`src/hw/rtl/tcgp_pkg.sv`:
```
// Shared types and constants for the table cell grid placer.
`timescale 1ns / 1ps

package tcgp_pkg;

    // Token classes on the input channel
    localparam logic [3:0] MODE_NEW_TABLE = 4'd0;
    localparam logic [3:0] MODE_ROW_OPEN  = 4'd1;
    localparam logic [3:0] MODE_ROW_CLOSE = 4'd2;
    localparam logic [3:0] MODE_EMPTY     = 4'd3;
    localparam logic [3:0] MODE_CELL_OPEN = 4'd4;
    localparam logic [3:0] MODE_COLSPAN   = 4'd5;
    localparam logic [3:0] MODE_ROWSPAN   = 4'd6;
    localparam logic [3:0] MODE_CLOSE     = 4'd7;
    localparam logic [3:0] MODE_OTHER     = 4'd8;
    localparam logic [3:0] MODE_END       = 4'd9;

    // Field widths of the input beat and of the placed-cell result
    localparam int MODE_W      = 4;
    localparam int SPAN_W      = 7;
    localparam int ROW_FIRST_W = 8;
    localparam int ROW_LAST_W  = 9;
    localparam int COL_W       = 7;

    // Command queue depth between front and back
    localparam int QUEUE_DEPTH = 4;

    typedef logic [MODE_W-1:0]      t_mode;
    typedef logic [SPAN_W-1:0]      t_span;
    typedef logic [ROW_FIRST_W-1:0] t_row_first;
    typedef logic [ROW_LAST_W-1:0]  t_row_last;
    typedef logic [COL_W-1:0]       t_col;

    // Work handed from the token front to the placement back
    typedef enum logic [1:0] {
        CMD_CLEAR,
        CMD_ROW_OPEN,
        CMD_ROW_CLOSE,
        CMD_PLACE
    } t_cmd_op;

    typedef struct packed {
        t_cmd_op op;
        t_span   colspan;
        t_span   rowspan;
    } t_cmd;

endpackage

```
`src/hw/rtl/tcgp_cmd_queue.sv`:
```
// Small command FIFO between the token front and the placement back.
`timescale 1ns / 1ps

module tcgp_cmd_queue (
    input  logic           i_clk,
    input  logic           i_rst_n,
    input  logic           i_push,
    input  tcgp_pkg::t_cmd i_cmd,
    output logic           o_full,
    input  logic           i_pop,
    output logic           o_empty,
    output tcgp_pkg::t_cmd o_cmd
);

    localparam int PW = $clog2(tcgp_pkg::QUEUE_DEPTH);
    localparam int CW = $clog2(tcgp_pkg::QUEUE_DEPTH + 1);

    tcgp_pkg::t_cmd r_slot [tcgp_pkg::QUEUE_DEPTH];
    logic [PW-1:0]  r_wr_ptr;
    logic [PW-1:0]  r_rd_ptr;
    logic [CW-1:0]  r_count;
    logic           do_push;
    logic           do_pop;

    assign o_full  = (r_count == CW'(tcgp_pkg::QUEUE_DEPTH));
    assign o_empty = (r_count == '0);
    assign o_cmd   = r_slot[r_rd_ptr];
    assign do_push = i_push && !o_full;
    assign do_pop  = i_pop && !o_empty;

    // storage
    always_ff @(posedge i_clk) begin
        if (do_push) begin
            r_slot[r_wr_ptr] <= i_cmd;
        end
    end

    // pointers and fill count
    always_ff @(posedge i_clk) begin
        if (!i_rst_n) begin
            r_wr_ptr <= '0;
            r_rd_ptr <= '0;
            r_count  <= '0;
        end else begin
            if (do_push) begin
                r_wr_ptr <= (32'(r_wr_ptr) == tcgp_pkg::QUEUE_DEPTH - 1) ? '0 : r_wr_ptr + 1'b1;
            end
            if (do_pop) begin
                r_rd_ptr <= (32'(r_rd_ptr) == tcgp_pkg::QUEUE_DEPTH - 1) ? '0 : r_rd_ptr + 1'b1;
            end
            if (do_push && !do_pop) begin
                r_count <= r_count + 1'b1;
            end else if (do_pop && !do_push) begin
                r_count <= r_count - 1'b1;
            end
        end
    end

endmodule

```
`config.mk`:
```
export PLATFORM = sky130hd
export DESIGN_NAME = tcgp_cmd_queue
export DESIGN_NICKNAME = d
export VERILOG_FILES = /design/src/hw/rtl/tcgp_pkg.sv /design/src/hw/rtl/tcgp_cmd_queue.sv
export SDC_FILE = /design/constraint.sdc
export NUM_CORES = 1
export LEC_CHECK = 0
export BUFFER_PORTS_ARGS = -buffer_cell sky130_fd_sc_hd__buf_2
export CORE_AREA = 2 2 91 93
export CTS_CLUSTER_DIAMETER = 120
export DETAILED_ROUTE_END_ITERATION = 10
export DIE_AREA = 0 0 93 95
export PLACE_DENSITY = 0.51
export SYNTH_ARGS = -nofsm -noshare
export SYNTH_HDL_FRONTEND = slang
export SYNTH_SLANG_ARGS = --single-unit
```
`constraint.sdc`:
```
create_clock -name i_clk -period 2.8 [get_ports i_clk]
set_clock_uncertainty 0.05 [all_clocks]
set_input_delay 0.14 -clock i_clk [delete_from_list [all_inputs] [get_ports i_clk]]
set_output_delay 0.14 -clock i_clk [all_outputs]
set_load 0.1 [all_outputs]
```
# Word level (Yosys, flattened, before mapping)
# Memory sizes are Yosys's and may differ from the RTL's. A register that Yosys moved wholly into a read port is not among the register bits.
# Index checks and enable logic that the tools add are counted.
# Widths: inputs -> output; s select.
# op_classes
n_addsub	4
eq_ne	3
n_mux	8
reduce_logical	10
# op_table
operator	n
$mux 2	4
$mux 3	2
$add 2x1->2 const B	2
$eq 2x2->1 const B	2
$logic_and 1x1->1	4
$logic_not 1->1	4
$add 3x1->3 const B	1
$eq 3x3->1 const B	1
$logic_not 3->1	1
$sub 3x1->3 const B	1
$mux 1	2
$reduce_bool 2->1	1
# word_totals
register_bits	7
ramBits	64
in_bits	20
n_memories	1
# mem_list
name	words	word_bits	read_ports	rd_clocked_by_memory_dff	wr	line_no	text
r_slot	4	16	1	1	1	tcgp_cmd_queue.sv:18	tcgp_pkg::t_cmd r_slot [tcgp_pkg::QUEUE_DEPTH];

# Longest topological paths before layout
# depth
ltp_word	7
ltp_mapped	9
mapped_depth_nobuf	8

# Worst setup path before layout
# OpenSTA, ideal clock, no wires.
# synth_path
kind	reg2reg
startpoint	reg r_count[1]
endpoint	reg r_count[2]
arrival_ns	2.830
t_required_ns	2.674
setup_slack_ns	-0.155
path_stages_with_launch	10
synth_period_minus_slack_ns	2.955
cell_sequence	dfxtp_1 -> nor3b_2 -> nor2b_1 -> buf_2 -> ha_1 -> inv_1 -> fa_1 -> xor2_1 -> or3_1 -> a21boi_0
# synth_via
elab_chain_cells	6
# synth_lines
element	line_no	text
start: declaration	tcgp_cmd_queue.sv:21	logic [CW-1:0] r_count;
start signal: assignment	tcgp_cmd_queue.sv:52	r_count <= r_count + 1'b1;
start signal: assignment	tcgp_cmd_queue.sv:54	r_count <= r_count - 1'b1;
$eq 3x3->1 *	tcgp_cmd_queue.sv:25	assign o_full = (r_count == CW'(tcgp_pkg::QUEUE_DEPTH));
net o_full	tcgp_cmd_queue.sv:9	output logic o_full,
$logic_not 1->1 *	tcgp_cmd_queue.sv:28	assign do_push = i_push && !o_full;
$logic_and 1x1->1 *	tcgp_cmd_queue.sv:28	
net do_push	tcgp_cmd_queue.sv:22	logic do_push;
$logic_not 1->1	tcgp_cmd_queue.sv:53	end else if (do_pop && !do_push) begin
$logic_and 1x1->1	tcgp_cmd_queue.sv:53	
$reduce_bool 2->1 (no source line)	--	
# Mark *: on every way through the listed nets, which the timed path passes. The rest lies on a longest branch. The select of a mux whose other input is x is not followed.
# A chain may end at the register's enable or synchronous reset.

# Final worst setup path
# layout_path
startpoint	reg r_count[1]
endpoint	reg r_count[2]
# layout_via
elab_chain_cells	6
# layout_lines
element
branches (longest 6 deep; another with $sub 3x1->3)
# Parallel ways; which one is timed is not known. The select of a mux whose other input is x is not followed.

==> impl_results.md <==
- Die height: 95 um
- Post-synthesis xor/xnor area fraction: 0.00620
- YS warnings: 0
- Switching Share: 0.438
- Simple-Gate Fraction of Synth Area: 0.0381
- Largest net degree at the start of global routing: 17
- # hold bufs at CTS: 16
- Pint: 2010 uW
- CP startpoint kind: register
- Cell variety after synth: 25
- Boundary pin count: 38
- Hold Vio Cnt, Final: 0
- Gpl congestion: 0.688
- DP Wirelength: 3290 um
- Mux cell area share after synthesis: 0.146
- Part of the power in registers: 0.400
- Total GRT Usage: 0.121
- Synthesized net count: 162
- Final Util: 0.437
- Core Box Area: 7930 um2
- Detailed Routing Iterations Pass 1: 4
- Worst-Margin Slew: 790 ps
- RSZ-0062 raised after global routing: no
- Gate Count Post-Synth: 135
- Synth-to-Final Area Change: 22.7%
- Leak: 0.00124 uW
- Clk pwr share: 0.182
- Clock buffer depth: 2
- Pwr/cell area: 1030 nW/um2
- Remaining DRCs: 0
- Crit-path max FO: 5
- Post-synth top area share: 0.680
- Antenna cells: 0
- Compound-gate portion of the synthesized area: 0.0106
- Gr ovfl total: 0
- Avg Cell Area, Syn: 20.9 um2
- Num rows: 33
- Synth area leader: edfxtp_1
- Initial antenna violation count: 0
- P_sw: 1570 uW
- Critical Path Slowest Stage Cell: o31ai_1
- Gate power share: 0.418
- Layout cells sized above 1: 0.332
- First-pass GRT wire length: 7530 um
- Worst path bufs/invs: 1
- Most common cell after layout, fill and taps aside: edfxtp_1
- IO buf count: 37
- Status: finished clean
- Final Setup Violations: 0
- Synthesized flop and latch total: 73
- Post-Synth Adder-Cell Area: 0.0336
- Worst path top cell family by delay: compound AO/OA/AOI/OAI gates
- WP data required: 3000 ps
- Reg clk slew, reported paths: 70 ps
- Via density: 4.55
- Antenna Nets Post-Route: 0
- Fin crit share: 0.855
- DRT iter0 DRCs: 74
- Largest family of logic cells by synthesized area: multiplexers
- Seq/Total Area, Yosys: 0.744
- Critical Path End Type: register
- Num CTS Buffers: 9
- Post-CTS setup buffer count: 0
- Die ar.: 8840 um2
- WL final: 4910 um
- Commonest cells after routing, fill and taps aside: edfxtp_1, buf_2, dlygate4sd3_1
- Critical-path cell list: o31ai_1 -> ha_1 -> inv_1 -> fa_1 -> xor2_1 -> or3_1 -> a21boi_0
- TritonCTS clock tree: yes
- Setup TNS: 0 ps
- Synthesized area: 2830 um2
- CTS H-Tree Depth: 3
- Vias in the first global route: 1468
- Slew margin rel.: 0.473
- Final nets: 227
- CP Class: register to register
- CP peak stage delay: 520 ps
- Worst skew pair latency: 320 ps
- Die X: 93 um
- Synth area leaders: edfxtp_1, mux4_2, dfxtp_1
- Post-CTS sizing: 0
- Clock sinks: 73
- Slew Viols, Final: 0
- Final Critical Period: 2390 ps
- CTS root buf: clkbuf_8
- Max-cap viol count: 0
- Routed wire per std cell: 15.8 um
- Arrival @ worst endpoint: 2590 ps
- Min-Delay Path Class: primary input to register
- VDD IR max: 0.000537 V
- Starting Density: 0.357
- DR vias: 1410
- Highest clock rate: 418 MHz
## cell families (layout without fill, tap and decap cells)
group | Yosys count | after routing
simple gates | 20 | 20
compound gates | 5 | 5
buf+inv | 9 | 79
xor+xnor | 2 | 2
mux | 19 | 19
fa+ha+maj | 7 | 7
flops | 73 | 73
## flip-flops by register name, indices dropped and copies added (netlist names), named ones only
register / flops
r_rd_ptr: 2
r_wr_ptr: 2
r_slot: 64
r_count: 3
## metal layers
layer	track usage	up-vias	wire, um
li1	-	669	-
met1	0.130	706	1910
met2	0.222	29	2730
met3	0.0375	6	201
met4	0.0515	0	60
met5	0	-	0
## power groups by stage
stage	sequential, uW	clock, uW	combinational (uW)
global route	1450	731	1560
CTS	1430	678	1520
global placement	1440	0	1470
detailed placement	1460	0	1500
floorplan	1400	0	1320
finish	1430	650	1500
## metrics by stage
stage	hold slack, ps	total power (uW)	setup slack, ps	area [um2]	instances
floorplan	189	2720	143	2830	135
global placement	300	2900	563	3150	278
detailed placement	308	2950	403	3150	278
CTS	93.0	3630	392	3470	310
global route	118	3740	267	3470	310
finish	111	3580	407	3470	310
## worst register-to-register path, delay by kind of cell, from the launching register on
family | cells | cell delay (ps)
flops | 1 | 390
fa+ha+maj | 2 | 660
simple gates | 1 | 300
buf+inv | 1 | 60
compound gates | 2 | 690
xor+xnor | 1 | 170
## synth_stat cells (all sizes together)
cell type  instances
edfxtp            64
nor2b              2
nor3               1
nand2              6
dfxtp              9
a21boi             1
clkbuf             1
ha                 6
inv                3
fa                 1
and2               5
o31ai              1
xor2               1
xnor2              1
or3                1
mux2i              3
o21ai              3
nor3b              1
nand3              2
buf                5
nor2               2
mux4              16
## layout make-up
cell class	instances	area (um2)
clock buffer	12	135
clock inverter	4	20.0
tap	105	131
fill	722	4460
inverter	3	11.3
multi-input combinational	53	669
timing repair buffer	60	398
sequential	73	2100
## final timing paths
check | from | end | slack [ps] | depth (start not counted)
worst min-delay path | i_rst_n | r_wr_ptr[0] | 110 | 3
worst min register to register | r_wr_ptr[0] | r_wr_ptr[0] | 460 | 2
worst max-delay path | r_count[1] | r_count[2] | 410 | 7
worst max register to register | r_count[1] | r_count[2] | 410 | 7
(Power assumes the default switching activity.)
