## src/hw/rtl/tcgp_pkg.sv

```systemverilog
// Shared types and constants for the table cell grid placer.
`timescale 1ns / 1ps

package tcgp_pkg;

    // Token classes on the input channel
    localparam logic [3:0] MODE_NEW_TABLE = 4'd0;
    localparam logic [3:0] MODE_ROW_OPEN  = 4'd1;
    localparam logic [3:0] MODE_ROW_CLOSE = 4'd2;
    localparam logic [3:0] MODE_EMPTY     = 4'd3;
    localparam logic [3:0] MODE_CELL_OPEN = 4'd4;
    localparam logic [3:0] MODE_COLSPAN   = 4'd5;
    localparam logic [3:0] MODE_ROWSPAN   = 4'd6;
    localparam logic [3:0] MODE_CLOSE     = 4'd7;
    localparam logic [3:0] MODE_OTHER     = 4'd8;
    localparam logic [3:0] MODE_END       = 4'd9;

    // Field widths of the input beat and of the placed-cell result
    localparam int MODE_W      = 4;
    localparam int SPAN_W      = 7;
    localparam int ROW_FIRST_W = 8;
    localparam int ROW_LAST_W  = 9;
    localparam int COL_W       = 7;

    // Command queue depth between front and back
    localparam int QUEUE_DEPTH = 4;

    typedef logic [MODE_W-1:0]      t_mode;
    typedef logic [SPAN_W-1:0]      t_span;
    typedef logic [ROW_FIRST_W-1:0] t_row_first;
    typedef logic [ROW_LAST_W-1:0]  t_row_last;
    typedef logic [COL_W-1:0]       t_col;

    // Work handed from the token front to the placement back
    typedef enum logic [1:0] {
        CMD_CLEAR,
        CMD_ROW_OPEN,
        CMD_ROW_CLOSE,
        CMD_PLACE
    } t_cmd_op;

    typedef struct packed {
        t_cmd_op op;
        t_span   colspan;
        t_span   rowspan;
    } t_cmd;

endpackage

```

## src/hw/rtl/tcgp_front.sv

```systemverilog
// Token front: accepts beats, tracks the pending cell and issues commands.
`timescale 1ns / 1ps

module tcgp_front #(
    parameter int MAX_SPAN = 64
) (
    input  logic          i_clk,
    input  logic          i_rst_n,
    input  logic          i_valid,
    output logic          o_ready,
    input  tcgp_pkg::t_mode i_mode,
    input  tcgp_pkg::t_span i_span_value,
    input  logic          i_q_full,
    output logic          o_q_push,
    output tcgp_pkg::t_cmd  o_q_cmd
);

    logic            r_pending;
    tcgp_pkg::t_span r_colspan;
    logic            n_pending;
    tcgp_pkg::t_span n_colspan;
    tcgp_pkg::t_span r_rowspan;
    tcgp_pkg::t_span n_rowspan;
    tcgp_pkg::t_span span_clamped;
    logic            accept;

    // zero becomes one, large values saturate at MAX_SPAN
    function automatic tcgp_pkg::t_span clamp_span(input tcgp_pkg::t_span v);
        tcgp_pkg::t_span res;
        if (v == '0) begin
            res = tcgp_pkg::t_span'(1);
        end else if (32'(v) > MAX_SPAN) begin
            res = tcgp_pkg::t_span'(MAX_SPAN);
        end else begin
            res = v;
        end
        return res;
    endfunction

    assign o_ready      = !i_q_full;
    assign accept       = i_valid && o_ready;
    assign span_clamped = clamp_span(i_span_value);

    // classify the beat
    always_comb begin
        n_pending       = r_pending;
        n_colspan       = r_colspan;
        n_rowspan       = r_rowspan;
        o_q_push        = 1'b0;
        o_q_cmd.op      = tcgp_pkg::CMD_CLEAR;
        o_q_cmd.colspan = r_colspan;
        o_q_cmd.rowspan = r_rowspan;
        if (accept) begin
            if (i_mode == tcgp_pkg::MODE_NEW_TABLE) begin
                n_pending  = 1'b0;
                n_colspan  = tcgp_pkg::t_span'(1);
                n_rowspan  = tcgp_pkg::t_span'(1);
                o_q_push   = 1'b1;
                o_q_cmd.op = tcgp_pkg::CMD_CLEAR;
            end else if (r_pending) begin
                priority case (i_mode)
                    tcgp_pkg::MODE_COLSPAN: n_colspan = span_clamped;
                    tcgp_pkg::MODE_ROWSPAN: n_rowspan = span_clamped;
                    tcgp_pkg::MODE_CLOSE, tcgp_pkg::MODE_END: begin
                        o_q_push   = 1'b1;
                        o_q_cmd.op = tcgp_pkg::CMD_PLACE;
                        n_pending  = 1'b0;
                        n_colspan  = tcgp_pkg::t_span'(1);
                        n_rowspan  = tcgp_pkg::t_span'(1);
                    end
                    default: ;
                endcase
            end else begin
                priority case (i_mode)
                    tcgp_pkg::MODE_ROW_OPEN: begin
                        o_q_push   = 1'b1;
                        o_q_cmd.op = tcgp_pkg::CMD_ROW_OPEN;
                    end
                    tcgp_pkg::MODE_ROW_CLOSE: begin
                        o_q_push   = 1'b1;
                        o_q_cmd.op = tcgp_pkg::CMD_ROW_CLOSE;
                    end
                    tcgp_pkg::MODE_EMPTY: begin
                        o_q_push        = 1'b1;
                        o_q_cmd.op      = tcgp_pkg::CMD_PLACE;
                        o_q_cmd.colspan = tcgp_pkg::t_span'(1);
                        o_q_cmd.rowspan = tcgp_pkg::t_span'(1);
                    end
                    tcgp_pkg::MODE_CELL_OPEN: begin
                        n_pending = 1'b1;
                        n_colspan = tcgp_pkg::t_span'(1);
                        n_rowspan = tcgp_pkg::t_span'(1);
                    end
                    default: ;
                endcase
            end
        end
    end

    // pending cell state
    always_ff @(posedge i_clk) begin
        if (!i_rst_n) begin
            r_pending <= 1'b0;
            r_colspan <= tcgp_pkg::t_span'(1);
            r_rowspan <= tcgp_pkg::t_span'(1);
        end else begin
            r_pending <= n_pending;
            r_colspan <= n_colspan;
            r_rowspan <= n_rowspan;
        end
    end

endmodule

```

## config.mk

```make
export PLATFORM = sky130hd
export DESIGN_NAME = tcgp_front
export DESIGN_NICKNAME = d
export VERILOG_FILES = /design/src/hw/rtl/tcgp_pkg.sv /design/src/hw/rtl/tcgp_front.sv
export SDC_FILE = /design/constraint.sdc
export NUM_CORES = 1
export LEC_CHECK = 0
export ABC_AREA = 1
export BUFFER_PORTS_ARGS = -buffer_cell sky130_fd_sc_hd__buf_2
export CAP_MARGIN = 10
export CORE_MARGIN = 2
export CORE_UTILIZATION = 49
export DETAILED_ROUTE_END_ITERATION = 12
export PLACE_DENSITY = 0.78
export SKIP_CTS_REPAIR_TIMING = 1
export SLEW_MARGIN = 15
export SYNTH_ARGS = -nofsm -noshare
export SYNTH_HDL_FRONTEND = slang
export SYNTH_SLANG_ARGS = --single-unit
```

## constraint.sdc

```tcl
create_clock -name i_clk -period 1.6 [get_ports i_clk]
set_input_delay 0.32 -clock i_clk [delete_from_list [all_inputs] [get_ports i_clk]]
set_output_delay 0.32 -clock i_clk [all_outputs]
set_load 0.02 [all_outputs]
```

### After elaboration in Yosys (flattened, before gate mapping)

Cells that the tools add are included.

| storage, ports and cells | value |
|---|---|
| output and inout bits | 18 |
| word-level logic and storage cells | 49 |
| flip-flop bits (word level) | 15 |
| bits of input ports | 15 |

| cells by class | value |
|---|---|
| magnitude comparators | 1 |
| reduce and logical (&&, ||, !) cells | 9 |
| equality and inequality tests | 10 |
| muxes and demuxes | 26 |

Operator list:

| operator | number |
|---|---|
| $mux W7 | 7 |
| $mux W14 | 3 |
| $pmux W7 S2 | 2 |
| $eq A4 B3 Y1 const B | 4 |
| $mux W16 | 1 |
| $mux W1 | 9 |
| $eq A4 B2 Y1 const B | 2 |
| $ne A4 B1 Y1 const B | 2 |
| $gt A7 B7 Y1 const B | 1 |
| $logic_not A7 Y1 | 1 |
| $mux W2 | 3 |
| $pmux W2 S3 | 1 |
| $reduce_and A3 Y1 | 2 |
| $eq A4 B1 Y1 const B | 1 |
| $eq A4 B4 Y1 const B | 1 |
| $logic_not A4 Y1 | 1 |
| $reduce_bool A3 Y1 | 1 |
| $reduce_or A3 Y1 | 1 |
| $reduce_or A2 Y1 | 1 |
| $logic_and A1 B1 Y1 | 1 |
| $logic_not A1 Y1 | 1 |

### Logic depth before layout (Yosys ltp)

| logic depth | value |
|---|---|
| depth in word-level cells | 6 |
| gate-level depth with buffers | 9 |
| mapped depth without buffers | 9 |

### Least setup slack after synthesis

OpenSTA, ideal clock, no wires.

| timing path | value |
|---|---|
| path type | input -> output |
| start point | input i_mode[3] |
| end point | output o_q_cmd[10] (netlist name) |
| buffers on the path | 1 |
| stages on the path | 8 |
| required time | 1,280 ps |
| arrival time | 1,298 ps |
| path slack | -18 ps |
| path through | nor2_2 > nand2_4 > inv_1 > nor2_1 > nand4_1 > inv_1 > buf_4 > nor2_1 |

RTL lines:

| item | RTL line | source |
|---|---|---|
| from (decl) | tcgp_front.sv:11 | `input tcgp_pkg::t_mode i_mode,` |
| to (decl) | tcgp_front.sv:15 | `output tcgp_pkg::t_cmd o_q_cmd` |

==> results.sh <==
export IMPL_outcome="finished, violations left"
export IMPL_violations="setup timing"
export IMPL_antenna_found_initial=0
export IMPL_grt_pass1_wl_microns=3930
export IMPL_reg2reg_depth=8
export IMPL_syn_area_sq_mm=0.00102
export IMPL_vdd_ir_drop_max_v=0.000334
export IMPL_post_place_ws_ps=-72.5
export IMPL_final_nets=239
export IMPL_clockRootBuffer="clkbuf_4"
export IMPL_dieArea_sq_mm=0.00246
export IMPL_p_switching_mw=0.241
export IMPL_final_cell_mix="40 x nand2_1, 39 x nor2_1, 23 x inv_1, 21 x buf_4, 15 x buf_2"
export IMPL_multi_input_area_sq_um=652
export IMPL_clock_sinks=15
export IMPL_finalInstanceArea_sq_mm=0.00154
export IMPL_setup_violations=11
export IMPL_pwr_share_clk_pct=27.8
export IMPL_grt_use_total_pct=20.2
export IMPL_crit_fanout=5
export IMPL_htreeDepth=1
export IMPL_p_leak_nw=0.818
export IMPL_routed_wl_microns=2820
export IMPL_num_antenna_cells=0
export IMPL_ys_warn_count=0
export IMPL_worstMarginPinSlew_ps=237
export IMPL_reg2reg_slack_ps=260
export IMPL_r2r_start="r_pending"
export IMPL_finClkSkew_ps=7.44
export IMPL_r2r_end="r_rowspan[4]"
export IMPL_endpoint_kind="output pin"
export IMPL_coreArea_sq_mm=0.00196
export IMPL_fmax_ghz=0.606
export IMPL_grt_pass1_vias=982
export IMPL_rsz0062_at_grt="true"
export IMPL_port_buffers=32
export IMPL_switching_share_pct=30.0
export IMPL_clk_pin_slew_ps=90
export IMPL_syn_nets=187
export IMPL_die_w_microns=49.6
export IMPL_crit_end="o_q_cmd[8]"
export IMPL_drtPass1Iterations=4
export IMPL_hp_class="input pin to flop"
export IMPL_cts_tree="yes"
export IMPL_relSlewSlack_pct=84.1
export IMPL_post_route_period_util_pct=103
export IMPL_dpl_cell_area_sq_mm=0.00128
export IMPL_overflow=0
export IMPL_final_common_cell="nand2_1"
export IMPL_required_ps=1280
export IMPL_viasPerCell=4.69
export IMPL_yosys_top_cells_area="dfxtp_1 29%, nor2_1 19%, nand2_1 15%, inv_1 9.6%, nand2_2 5.5%"
export IMPL_synth_area_leader_cell="dfxtp_1"
export IMPL_dr_total_vias=1173
export IMPL_synth_top_area_share_pct=29.5
export IMPL_post_drt_wl_per_cell_microns=11.3
export IMPL_fillers=147
export IMPL_worst_slack_ps=-50.0
export IMPL_syn_area_per_cell_sq_um=5.92
export IMPL_place_gp_congestion=0.875
export IMPL_layout_drive_gt1_share_pct=42.2
export IMPL_yosysSeqAreaShare_pct=29.5
export IMPL_chipHeight_microns=49.6
export IMPL_ys_ff_latch=15
export IMPL_area_growth_pct=51.0
export IMPL_p_per_area_mw_per_mm2=522
export IMPL_placement_rows=16
export IMPL_slew_viol_final=0
export IMPL_dpl_cell_count=241
export IMPL_dpl_hpwl_microns=1830
export IMPL_clock_latency_ps=290
export IMPL_startpoint="r_pending"
export IMPL_cts_path_max_buffers=2
export IMPL_crit_arrival_ps=1330
export IMPL_drtIter0Drc=46
export IMPL_critPathLaunchType="flop"
export IMPL_fin_cells=250
export IMPL_seq_power_share_pct=47.8
export IMPL_hold_viol=0
export IMPL_seq_area_sq_um=304
export IMPL_timing_hold_ws_ps=360
export IMPL_drc_errors=0
export IMPL_min_period_ps=1650
export IMPL_ant_nets=0
export IMPL_syn_inst=172
export IMPL_io_pin_count=33
export IMPL_grt_max_degree=14
export IMPL_cts_buffers=3
export IMPL_pwr_share_comb_pct=24.4
export IMPL_drv_cap=0
export IMPL_start_util_pct=51.9
export IMPL_yosysUniqueCellTypes=18
export IMPL_internal_power_mw=0.562
export IMPL_path_class="flop to output pin"
[cells by family (layout without fill, tap and decap cells)]
| kind of cell | count (synthesis) | count (layout) | share of synthesized area, % |
|---|---|---|---|
| AOI/OAI and AO/OA | 9 | 9 | 6.63 |
| and+or+nand+nor | 117 | 117 | 49.9 |
| DFF | 15 | 15 | 29.5 |
| buffers and inverters | 31 | 82 | 14.0 |
[critical path: stages, from the launching register on]
cell     delay (ps)
dfxtp_4         360
nor2_2           80
nand4_1         120
inv_2           140
buf_6           140
nor2_1           40
buf_2           150
[worst min path at each step]
stage,from,endpoint,cells after the start
floorplan,r_colspan[0],r_colspan[0],2
global placement,r_rowspan[0],r_rowspan[0],2
detailed placement,r_rowspan[0],r_rowspan[0],2
CTS,i_rst_n,r_colspan[6],3
global route,i_rst_n,r_colspan[4],3
finish,i_rst_n,r_colspan[6],3
[cells in the mapped netlist]
cell,instances
a21oi_1,6
a21oi_4,1
buf_4,3
buf_6,2
dfxtp_1,15
inv_1,26
nand2_1,40
nand2_2,9
nand2_4,1
nand3_1,7
nand4_1,2
nor2_1,51
nor2_2,1
nor2_4,2
nor3_1,2
o21ai_0,1
o21ai_4,1
or2_2,2
[per-stage QoR]
stage	setup TNS (ps)	total power [mW]	utilization (%)
2_1_floorplan	-183	0.485	-
3_3_place_gp	-278	0.545	65.2
3_5_place_dp	-932	0.549	65.2
4_1_cts	-1440	0.763	66.6
5_1_grt	-1410	0.841	78.4
6_report	-422	0.803	78.4
[power by group through the flow]
stage / sequential (mW) / clock [mW] / combinational [mW]
final: 0.384 / 0.223 / 0.196
after global routing: 0.385 / 0.243 / 0.213
after CTS: 0.385 / 0.222 / 0.156
after detailed placement: 0.394 / 0 / 0.155
after global placement: 0.394 / 0 / 0.151
after floorplan: 0.393 / 0 / 0.0922
[cell type report]
| class | count | share of cell area, % |
|---|---|---|
| Multi-Input combinational cell | 126 | 42.4 |
| Timing Repair Buffer | 52 | 27.3 |
| Sequential cell | 15 | 19.8 |
| Inverter | 26 | 6.51 |
| Tap cell | 27 | 2.20 |
| Clock buffer | 3 | 1.46 |
| Clock inverter | 1 | 0.325 |
[state kept, by name (all words and copies together), names as in the netlist]
| signal | flops |
|---|---|
| r_pending | 1 |
| r_rowspan | 7 |
| r_colspan | 7 |
[metal layers]
layer	up-vias	track usage, %	part of all wire (%)
met1	518	25.8	42
met2	40	34.4	53
met3	5	1.82	4.1
met5	-	0	0
met4	0	8.80	1.2
li1	610	-	-
(Power assumes the default switching activity.)
